--- config.mk ---
export PLATFORM = sky130hd
export DESIGN_NAME = uid_keyed_type_map
export DESIGN_NICKNAME = d
export VERILOG_FILES = /design/src/hdl/uktm_pkg.sv /design/src/hdl/uid_keyed_type_map.sv /design/src/hdl/uktm_entry_ram.sv /design/src/hdl/uktm_scan_ctrl.sv
export SDC_FILE = /design/constraint.sdc
export NUM_CORES = 2
export LEC_CHECK = 0
export BUFFER_PORTS_ARGS = -buffer_cell sky130_fd_sc_hd__buf_2
export CAP_MARGIN = 20
export CORE_ASPECT_RATIO = 1.1
export CORE_MARGIN = 2
export CORE_UTILIZATION = 52
export DETAILED_ROUTE_END_ITERATION = 8
export PLACE_DENSITY = 0.68
export SLEW_MARGIN = 0
export SYNTH_ARGS = -nofsm -noshare
export SYNTH_HDL_FRONTEND = slang
export SYNTH_HIERARCHICAL = 1
export SYNTH_SLANG_ARGS = --single-unit
--- constraint.sdc ---
create_clock -name i_clk -period 7.2 [get_ports i_clk]
set_input_delay 0.72 -clock i_clk [delete_from_list [all_inputs] [get_ports i_clk]]
set_output_delay 0.72 -clock i_clk [all_outputs]
set_load 0.02 [all_outputs]
--- src/hdl/uktm_pkg.sv ---
`timescale 1ns / 1ps
// ----------------------------------------------------------------------------
// uktm_pkg
// Shared types, sizes and codes of the card identifier to type map.
// ----------------------------------------------------------------------------
package uktm_pkg;

    localparam int CAPACITY      = 32;
    localparam int MAX_KEY_BYTES = 8;
    localparam int BYTE_W        = 8;
    localparam int KEY_W         = 64;
    localparam int LEN_W         = 4;
    localparam int TYPE_W        = 5;
    localparam int COUNT_W       = 6;
    localparam int IDX_W         = (CAPACITY > 1) ? $clog2(CAPACITY) : 1;
    localparam int ISSUE_W       = IDX_W + 1;

    localparam int IN_TDATA_W    = 80;
    localparam int IN_TUSER_W    = 2;
    localparam int OUT_TDATA_W   = 16;

    typedef enum logic [1:0] {
        MODE_LOOKUP = 2'd0,
        MODE_SET    = 2'd1,
        MODE_REMOVE = 2'd2
    } t_mode;

    typedef enum logic [1:0] {
        STATUS_DONE    = 2'd0,
        STATUS_FULL    = 2'd1,
        STATUS_BAD_LEN = 2'd2
    } t_status;

    typedef struct packed {
        logic [TYPE_W-1:0] card_type;
        logic [LEN_W-1:0]  key_length;
        logic [KEY_W-1:0]  uid_key;
    } t_entry;

    typedef struct packed {
        logic [1:0]        mode;
        logic [KEY_W-1:0]  uid_key;
        logic [LEN_W-1:0]  key_length;
        logic [TYPE_W-1:0] card_type;
    } t_request;

    typedef struct packed {
        logic [COUNT_W-1:0] entry_count;
        t_status            status;
        logic [TYPE_W-1:0]  found_type;
        logic               hit;
    } t_result;

    function automatic logic [KEY_W-1:0] key_mask(input logic [LEN_W-1:0] len);
        logic [KEY_W-1:0] m;
        m = '0;
        for (int b = 0; b < MAX_KEY_BYTES; b++) begin
            if (b < int'(len)) begin
                m[b*BYTE_W +: BYTE_W] = {BYTE_W{1'b1}};
            end
        end
        return m;
    endfunction

    function automatic logic len_bad(input logic [LEN_W-1:0] len);
        return (len == '0) || (int'(len) > MAX_KEY_BYTES);
    endfunction

endpackage

--- src/hdl/uid_keyed_type_map.sv ---
`timescale 1ns / 1ps
// A good-length request passes the scan, apply and done states, then the
// output register; a bad-length one goes straight from idle to done. A new
// request is taken only in idle, once the last result has left the controller;
// the scan reads the 32 entries one per cycle through the single read port.
// Reset clears the valid bits and the entry count, with no clearing pass; the
// output register lets the next request in while a result waits.
// ----------------------------------------------------------------------------
// uid_keyed_type_map
// Table that maps card identifiers of 1 to 8 bytes to a card type.
// ----------------------------------------------------------------------------
module uid_keyed_type_map
    import uktm_pkg::*;
(
    input  logic                   i_clk,
    input  logic                   i_rst_n,
    input  logic                   s_axis_tvalid,
    output logic                   s_axis_tready,
    // uid_key[63:0], key_length[67:64], card_type[72:68], zero fill above
    input  logic [IN_TDATA_W-1:0]  s_axis_tdata,
    // mode[1:0]
    input  logic [IN_TUSER_W-1:0]  s_axis_tuser,
    output logic                   m_axis_tvalid,
    input  logic                   m_axis_tready,
    // hit[0], found_type[5:1], status[7:6], entry_count[13:8], zero fill above
    output logic [OUT_TDATA_W-1:0] m_axis_tdata
);

    t_request          req;
    logic              ram_we;
    logic [IDX_W-1:0]  ram_waddr;
    logic [IDX_W-1:0]  ram_raddr;
    t_entry            ram_wdata;
    t_entry            ram_rdata;
    logic              res_vld;
    logic              res_rdy;
    t_result           res;
    logic              r_out_vld;
    t_result           r_out;

    assign req.uid_key    = s_axis_tdata[KEY_W-1:0];
    assign req.key_length = s_axis_tdata[KEY_W +: LEN_W];
    assign req.card_type  = s_axis_tdata[KEY_W+LEN_W +: TYPE_W];
    assign req.mode       = s_axis_tuser;

    uktm_entry_ram u_ram (
        .i_clk   (i_clk),
        .i_we    (ram_we),
        .i_waddr (ram_waddr),
        .i_wdata (ram_wdata),
        .i_raddr (ram_raddr),
        .o_rdata (ram_rdata)
    );

    uktm_scan_ctrl u_ctrl (
        .i_clk       (i_clk),
        .i_rst_n     (i_rst_n),
        .i_req_vld   (s_axis_tvalid),
        .o_req_rdy   (s_axis_tready),
        .i_req       (req),
        .o_ram_we    (ram_we),
        .o_ram_waddr (ram_waddr),
        .o_ram_wdata (ram_wdata),
        .o_ram_raddr (ram_raddr),
        .i_ram_rdata (ram_rdata),
        .o_res_vld   (res_vld),
        .i_res_rdy   (res_rdy),
        .o_res       (res)
    );

    assign res_rdy = !r_out_vld || m_axis_tready;

    always_ff @(posedge i_clk) begin
        if (!i_rst_n) begin
            r_out_vld <= 1'b0;
        end else begin
            if (res_vld && res_rdy) begin
                r_out_vld <= 1'b1;
                r_out     <= res;
            end else if (m_axis_tready) begin
                r_out_vld <= 1'b0;
            end
        end
    end

    assign m_axis_tvalid = r_out_vld;
    assign m_axis_tdata  = {(OUT_TDATA_W - $bits(t_result))'(0), r_out};

endmodule

--- src/hdl/uktm_entry_ram.sv ---
`timescale 1ns / 1ps
// ----------------------------------------------------------------------------
// uktm_entry_ram
// Single-port-write, single-port-read entry memory with registered read data.
// ----------------------------------------------------------------------------
module uktm_entry_ram
    import uktm_pkg::*;
(
    input  logic             i_clk,
    input  logic             i_we,
    input  logic [IDX_W-1:0] i_waddr,
    input  t_entry           i_wdata,
    input  logic [IDX_W-1:0] i_raddr,
    output t_entry           o_rdata
);

    t_entry r_mem [CAPACITY];
    t_entry r_rdata;

    always_ff @(posedge i_clk) begin
        if (i_we) begin
            r_mem[i_waddr] <= i_wdata;
        end
        r_rdata <= r_mem[i_raddr];
    end

    assign o_rdata = r_rdata;

endmodule

--- src/hdl/uktm_scan_ctrl.sv ---
`timescale 1ns / 1ps
// ----------------------------------------------------------------------------
// uktm_scan_ctrl
// Scans the entry memory for a matching key and the lowest free slot, then
// applies the lookup, set or remove and builds the result.
// ----------------------------------------------------------------------------
module uktm_scan_ctrl
    import uktm_pkg::*;
(
    input  logic             i_clk,
    input  logic             i_rst_n,
    input  logic             i_req_vld,
    output logic             o_req_rdy,
    input  t_request         i_req,
    output logic             o_ram_we,
    output logic [IDX_W-1:0] o_ram_waddr,
    output t_entry           o_ram_wdata,
    output logic [IDX_W-1:0] o_ram_raddr,
    input  t_entry           i_ram_rdata,
    output logic             o_res_vld,
    input  logic             i_res_rdy,
    output t_result          o_res
);

    typedef enum logic [1:0] {
        ST_IDLE,
        ST_SCAN,
        ST_APPLY,
        ST_DONE
    } t_state;

    t_state               r_state;
    logic [1:0]           r_mode;
    logic [KEY_W-1:0]     r_key;
    logic [LEN_W-1:0]     r_len;
    logic [TYPE_W-1:0]    r_ctype;
    logic [ISSUE_W-1:0]   r_issue;
    logic                 r_cmp_vld;
    logic [IDX_W-1:0]     r_cmp_idx;
    logic                 r_cmp_valid;
    logic                 r_hit;
    logic [IDX_W-1:0]     r_hit_idx;
    logic [TYPE_W-1:0]    r_hit_type;
    logic                 r_free_ok;
    logic [IDX_W-1:0]     r_free_idx;
    logic [CAPACITY-1:0]  r_valid;
    logic [COUNT_W-1:0]   r_count;
    t_result              r_res;

    logic                 cmp_match;
    logic                 last_cmp;
    logic                 issuing;
    logic [COUNT_W-1:0]   n_count;
    logic [CAPACITY-1:0]  n_valid;
    t_result              n_res;

    assign issuing   = (r_state == ST_SCAN) && (r_issue < ISSUE_W'(CAPACITY));
    assign cmp_match = r_cmp_vld && r_cmp_valid
                       && (i_ram_rdata.key_length == r_len)
                       && (i_ram_rdata.uid_key == r_key);
    assign last_cmp  = r_cmp_vld && (r_cmp_idx == IDX_W'(CAPACITY - 1));

    always_comb begin
        n_count          = r_count;
        n_valid          = r_valid;
        n_res.hit        = 1'b0;
        n_res.found_type = '0;
        n_res.status     = STATUS_DONE;
        case (r_mode)
            MODE_SET: begin
                if (r_hit) begin
                    n_res.hit = 1'b1;
                end else if (r_free_ok) begin
                    n_valid[r_free_idx] = 1'b1;
                    n_count             = r_count + 1'b1;
                end else begin
                    n_res.status = STATUS_FULL;
                end
            end
            MODE_REMOVE: begin
                if (r_hit) begin
                    n_res.hit          = 1'b1;
                    n_valid[r_hit_idx] = 1'b0;
                    if (r_count != '0) begin
                        n_count = r_count - 1'b1;
                    end
                end
            end
            default: begin
                if (r_hit) begin
                    n_res.hit        = 1'b1;
                    n_res.found_type = r_hit_type;
                end
            end
        endcase
        n_res.entry_count = n_count;
    end

    assign o_ram_raddr = r_issue[IDX_W-1:0];
    assign o_ram_we    = (r_state == ST_APPLY) && (r_mode == MODE_SET)
                         && (r_hit || r_free_ok);
    assign o_ram_waddr = r_hit ? r_hit_idx : r_free_idx;
    assign o_ram_wdata = '{card_type: r_ctype, key_length: r_len, uid_key: r_key};
    assign o_req_rdy   = (r_state == ST_IDLE);
    assign o_res_vld   = (r_state == ST_DONE);
    assign o_res       = r_res;

    always_ff @(posedge i_clk) begin
        if (!i_rst_n) begin
            r_state   <= ST_IDLE;
            r_valid   <= '0;
            r_count   <= '0;
            r_cmp_vld <= 1'b0;
            r_issue   <= '0;
            r_hit     <= 1'b0;
            r_free_ok <= 1'b0;
        end else begin
            r_cmp_vld   <= issuing;
            r_cmp_idx   <= r_issue[IDX_W-1:0];
            r_cmp_valid <= r_valid[r_issue[IDX_W-1:0]];
            unique case (r_state)
                ST_IDLE: begin
                    if (i_req_vld) begin
                        r_mode    <= i_req.mode;
                        r_key     <= i_req.uid_key & key_mask(i_req.key_length);
                        r_len     <= i_req.key_length;
                        r_ctype   <= i_req.card_type;
                        r_issue   <= '0;
                        r_hit     <= 1'b0;
                        r_free_ok <= 1'b0;
                        if (len_bad(i_req.key_length)) begin
                            r_res   <= '{entry_count: r_count, status: STATUS_BAD_LEN,
                                         found_type: '0, hit: 1'b0};
                            r_state <= ST_DONE;
                        end else begin
                            r_state <= ST_SCAN;
                        end
                    end
                end
                ST_SCAN: begin
                    if (issuing) begin
                        r_issue <= r_issue + 1'b1;
                    end
                    if (cmp_match && !r_hit) begin
                        r_hit      <= 1'b1;
                        r_hit_idx  <= r_cmp_idx;
                        r_hit_type <= i_ram_rdata.card_type;
                    end
                    if (r_cmp_vld && !r_cmp_valid && !r_free_ok) begin
                        r_free_ok  <= 1'b1;
                        r_free_idx <= r_cmp_idx;
                    end
                    if (last_cmp) begin
                        r_state <= ST_APPLY;
                    end
                end
                ST_APPLY: begin
                    r_valid <= n_valid;
                    r_count <= n_count;
                    r_res   <= n_res;
                    r_state <= ST_DONE;
                end
                ST_DONE: begin
                    if (i_res_rdy) begin
                        r_state <= ST_IDLE;
                    end
                end
                default: begin
                    r_state <= ST_IDLE;
                end
            endcase
        end
    end

endmodule

# ---- Yosys cells after proc, flatten, opt, wreduce, memory -nomap -nowiden
# Memories as Yosys holds them, arrays and structs flattened. A register that Yosys moved wholly into a read port is not among the register bits.
# Cells that the tools add are included.
dict set report totals {
  ff_bits 174
  latchBits 0
  mem_bits_rw 2336
  romBits 0
  input_bits 86
  output_inout_bits 18
  n_memories 1
}
dict set report classes {
  add_sub_neg 3
  multipliers 0
  div 0
  n_lt_le_gt_ge 15
  n_eq_ne 18
  shift 0
  muxes 75
  n_bitwise 4
  reduce_logical 38
}
# memory depth word_bits read_ports rd_clocked_by_memory_dff wr line_no
set memory_table {}
lappend memory_table {u_ram.r_mem 32 73 1 1 1 uktm_entry_ram.sv:17} ;# t_entry r_mem [CAPACITY];
# operator n
set ops {}
lappend ops {{8-bit 2-to-1 mux} 32}
lappend ops {{32-bit 2-to-1 mux} 3}
lappend ops {{64-bit bitwise AND} 1}
lappend ops {{64-bit == test} 1}
lappend ops {{32-bit one-hot mux with 2 select lines} 1}
lappend ops {{6-bit 2-to-1 mux} 7}
lappend ops {{32-bit bitwise AND} 1}
lappend ops {{32-bit NOT} 1}
lappend ops {{32-bit bitwise OR} 1}
lappend ops {{14-bit 2-to-1 mux} 2}
lappend ops {{14-bit one-hot mux with 2 select lines} 1}
lappend ops {{6-bit one-hot mux with 2 select lines} 2}
lappend ops {{3-bit AND reduction} 7}
lappend ops {{5-bit by 6-bit less-than comparator with 1-bit output, second input constant} 3}
lappend ops {{3-bit by 4-bit less-than comparator with 1-bit output, first input constant} 4}
lappend ops {{1-bit logical AND} 13}
lappend ops {{1-bit 2-to-1 mux} 13}
lappend ops {{6-bit by 1-bit adder with 6-bit output, second input constant} 2}
lappend ops {{2-bit 2-to-1 mux} 6}
lappend ops {{2-bit by 1-bit != test with 1-bit output, second input constant} 6}
lappend ops {{1-bit demux with 5-bit select} 2}
lappend ops {{5-bit by 1-bit >= comparator with 1-bit output, second input constant} 2}
lappend ops {{5-bit 2-to-1 mux} 2}
lappend ops {{1-bit by 4-bit less-than comparator with 1-bit output, first input constant} 2}
lappend ops {{other kinds (22)} 38}

# ---- Longest topological paths before layout
dict set report depth {
  depth_word 8
  depth_mapped 10
}

# ---- Hierarchy
# Netlist, hierarchy kept.
# module instances cells_per_inst area_each_um2 seq_area_each_um2
set modules_own_cells {}
lappend modules_own_cells {uktm_entry_ram 1 4291 90302.9 71608.7}
lappend modules_own_cells {uktm_scan_ctrl 1 658 7604.8 4284.1}
lappend modules_own_cells {uid_keyed_type_map 1 22 490.5 440.4}

# ---- Worst setup path after synthesis
# Ideal clock, no wire load.
dict set report synth_timing {
  path_type {register to register}
  startpoint {reg u_ctrl.r_mode[1]}
  endpoint {mem u_ram/r_mem[20][0] (netlist name) (enable)}
  setup_time_ps 505
  arrival_time_ps 4789
  required_time_ps 6695
  path_slack_ps 1906
  path_stages_with_launch 9
  n_path_buf 2
  cell_sequence {edfxtp_1 > inv_1 > ha_1 > clkbuf_1 > nand2_1 > nor2_1 > or3b_2 > clkbuf_1 > nor2_1}
}
dict set report synth_between {
  elab_chain_len 5
}
# item line_no
set synth_rtl {}
lappend synth_rtl {{start, declared} uktm_scan_ctrl.sv:33} ;# logic [1:0] r_mode;
lappend synth_rtl {{start signal, assigned} uktm_scan_ctrl.sv:124} ;# r_mode <= i_req.mode;
lappend synth_rtl {{2-bit by 1-bit == test with 1-bit output} uktm_scan_ctrl.sv:100} ;# assign o_ram_we = (r_state == ST_APPLY) && (r_mode == MODE_SET)
lappend synth_rtl {{1-bit logical AND} uktm_scan_ctrl.sv:100}
lappend synth_rtl {{1-bit logical AND} uktm_scan_ctrl.sv:101} ;# && (r_hit || r_free_ok);
lappend synth_rtl {{net ram_we} uid_keyed_type_map.sv:30} ;# logic ram_we;
lappend synth_rtl {{1-bit 2-to-1 mux} uktm_entry_ram.sv:21} ;# if (i_we) begin
lappend synth_rtl {{1-bit 2-to-1 mux (not written as such)} uktm_entry_ram.sv:22} ;# r_mem[i_waddr] <= i_wdata;
lappend synth_rtl {{end, declared} uktm_entry_ram.sv:17}
# The timed path passes the listed nets, and every way through them passes these cells.

# ---- Final worst setup path
dict set report layout_timing {
  startpoint {reg u_ctrl.r_mode[1]}
  endpoint {mem u_ram/r_mem[10][19] (netlist name) (enable)}
}
# The elaborated chain is that of the path after synthesis.

==> reports/summary.txt <==
Synth async-reset ratio - 0
Status - finished, final reports clean
Max_slew headroom - 0.223
Starting Density - 0.523
First-pass GRT wire length - 349000 um
Final setup fails - 0
Reported net switching power - 7120 uW
Required time worst endpoint - 7.68 ns
Worst hold slack - 0.0871 ns
Fin crit share - 0.589
Drt via density - 6.28
Initial DRC count - 5550
Critical Path AT - 4.72 ns
Power density over cell area - 289 mW/mm^2
CTS tree - built
Die area - 0.193 sq mm
Clock network fraction of total power - 0.396
Critical path class - flip-flop to flip-flop
Clock Skews - 0.0628 ns
Clock latency on the worst-skew pair - 0.90 ns
Unique masters post-synth - 64
Vias in the first global route - 49.7k
Clock transition at path regs - 0.06 ns
Number of max-cap violations - 0
Slowest stage delay, CP - 1.08 ns
Post-CTS Setup Inserts - 0
Routed len/inst - 30.8 um
Worst Path Max Fanout - 51
Num rows - 167
CTS sink count - 2583
DRT Pass-1 Iters - 5
Largest net degree at the start of global routing - 112
Final worst-path setup slack - 2.96 ns
Max IR drop VDD - 0.000244 V
Switch share - 0.222
Final Critical Period - 4.24 ns
Initial antenna violation count - 7
Die width - 419 um
Core area - 0.188 sq mm
IO Port Bufs - 94
# hold bufs at CTS - 7
CP max-delay cell - nor2_4
R2R depth - 7
Share of cells above drive strength 1 - 0.186
Sequential fraction of the synthesis area - 0.776
Post-synth top cells - 2460 x edfxtp_1, 584 x mux2i_1, 380 x a22oi_1
EDFF count, synth - 2460
Area fraction of the dominant cell type after synthesis - 0.751
Seq pwr share - 0.532
F_max - 236 MHz
Die H - 460 um
Ys Warns - 6
Gate power share - 0.071
Mapped Area - 0.0984 sq mm
Dpl ws - 3.07 ns
Worst-margin pin slew - 1.16 ns
Vias - 50.0k
Final nets - 5297
Mapped Cells - 4971
Synthesis-to-layout area growth - 12.6%
Top cells by area, synth - edfxtp_1 75%, mux4_2 6.9%, mux2i_1 5.9%
Root buffer cell - clkbuf_16
Post-CTS resize count - 0
Worst hold path stage count - 2
Critical Path Start Type - flip-flop
CTS Buf Count - 236
Leak pwr - 0.0335 uW
Slew Viols, Final - 0
Count leader, synth - edfxtp_1
CTS H-tree depth - 4
Syn avg cell area - 19.8 sq um
Ys flop type - edfxtp_1
Hold/Removal Path Class - input port to flip-flop
Routed Antenna Nets - 0
Post-route DRC - 0
Yosys reg bits - 2583
RSZ-0062 raised after global routing - no
Worst-path cell chain - inv_1 > ha_1 > nand2_1 > nor2_1 > nand3b_1 > nor2_4 > buf_12
CTS Buffer Depth - 3
IO Pins - 104
Cell accounting for the most synthesized area - edfxtp_1
Final WL - 245000 um
Final hold viol count - 0
DP HPWL - 128000 um
Crit path capture type - flip-flop
Placer Congestion - 0.823
Tot GR Track Use - 0.253
P_int - 24900 uW
Final setup TNS - 0 ns
GRT Residual Overflow - 0
registers in the layout, summed over array words and instances (netlist names), 2 cells and up:
register and flops:
u_ram/r_mem 2336, u_ram/o_rdata 73, u_ctrl/r_key 64, u_ctrl/r_valid 32, m_axis_tdata 14, u_ctrl/o_res 14, u_ctrl/r_count 6, u_ctrl/r_issue 6
u_ctrl/r_cmp_idx 5, u_ctrl/r_ctype 5, u_ctrl/r_free_idx 5, u_ctrl/r_hit_idx 5, u_ctrl/r_hit_type 5, u_ctrl/r_len 4, u_ctrl/r_mode 2, u_ctrl/r_state 2
kinds of logic after synthesis:
family	Yosys count	synth area share
fa+ha+maj	10	0.00127
xor+xnor	67	0.00596
mux	892	0.129
simple gates	547	0.0302
compound gates	581	0.0429
buf+inv	290	0.0147
flops	2583	0.776
other cells	1	0.0000381
power groups by stage:
stage	Combinational, uW	Clock (uW)	Sequential [uW]
after floorplan	1440	0	17400
after global placement	2230	0	17400
after detailed placement	2270	0	17400
after CTS	2280	12900	17100
after global routing	2440	13400	17100
final	2280	12700	17100
metrics by stage:
stage                     utilization  total power, uW  cells  area (sq um)
after detailed placement        0.545            19700   7486        103000
after floorplan                     -            18900   4972         98400
after CTS                       0.588            32200   7944        111000
final                           0.588            32000   7954        111000
after global placement          0.544            19600   7482        103000
after global routing            0.588            33000   7951        111000
layout by cell type, fill, tap and decap left out, types with 14 or more instances in the layout:
master,Yosys,layout
xor2_1,63,63
a31oi_1,51,51
clkinv_1,0,25
nor3_1,15,14
clkbuf_8,0,29
nand4_1,51,51
nor2b_1,79,71
nand3_1,145,145
bufinv_16,0,22
clkbuf_16,0,236
nor4_1,22,21
a22oi_1,380,380
clkinv_2,0,42
clkbuf_1,109,69
nor2_1,80,40
nor2_4,0,36
nand2_1,56,56
buf_2,109,95
edfxtp_1,2460,2460
a22o_1,50,50
mux4_2,302,302
mux2i_1,584,584
dfxtp_1,123,118
o21ai_0,24,24
a21oi_1,44,43
buf_12,0,23
buf_4,32,137
and2_1,37,34
critical path: cells and delay by family, from the launching register on:
kind | cells | cell delay, ns
buffers and inverters | 2 | 0.59
and+or+nand+nor | 4 | 2.31
adders and majority gates | 1 | 0.38
DFF | 1 | 0.38
cell type report:
| type | instances | area (sq um) |
|---|---|---|
| clock buffer | 334 | 6560 |
| fill | 13500 | 77500 |
| tap | 2535 | 3170 |
| inverter | 13 | 48.8 |
| sequential | 2583 | 76300 |
| clock inverter | 117 | 1460 |
| multi-input combinational | 2099 | 21000 |
| antenna | 5 | 12.5 |
| timing repair buffer | 268 | 2180 |
path summary, 6_finish.rpt:
check / startpoint / to / slack [ns]
worst min-delay path: s_axis_tdata[55] / u_ctrl/r_key[55]$_DFFE_PP_ / 0.09
worst max-delay path: u_ctrl/r_mode[1]$_DFFE_PP_ / u_ram/r_mem[10][19]$_DFFE_PP_ / 2.96
worst max register to register: u_ctrl/r_mode[1]$_DFFE_PP_ / u_ram/r_mem[10][19]$_DFFE_PP_ / 2.96
worst min register to register: u_ram/o_rdata[71]$_DFF_P_ / u_ctrl/r_hit_type[3]$_DFFE_PP_ / 0.41
metal layers:
metal	global-route usage	vias up	part of all wire
met1	0.338	26500	0.39
met5	0	-	0
met3	0.0401	411	0.076
met4	0.0954	0	0.037
met2	0.422	2212	0.50
li1	-	20900	-
Note: power is estimated with default switching activity, not from simulation.
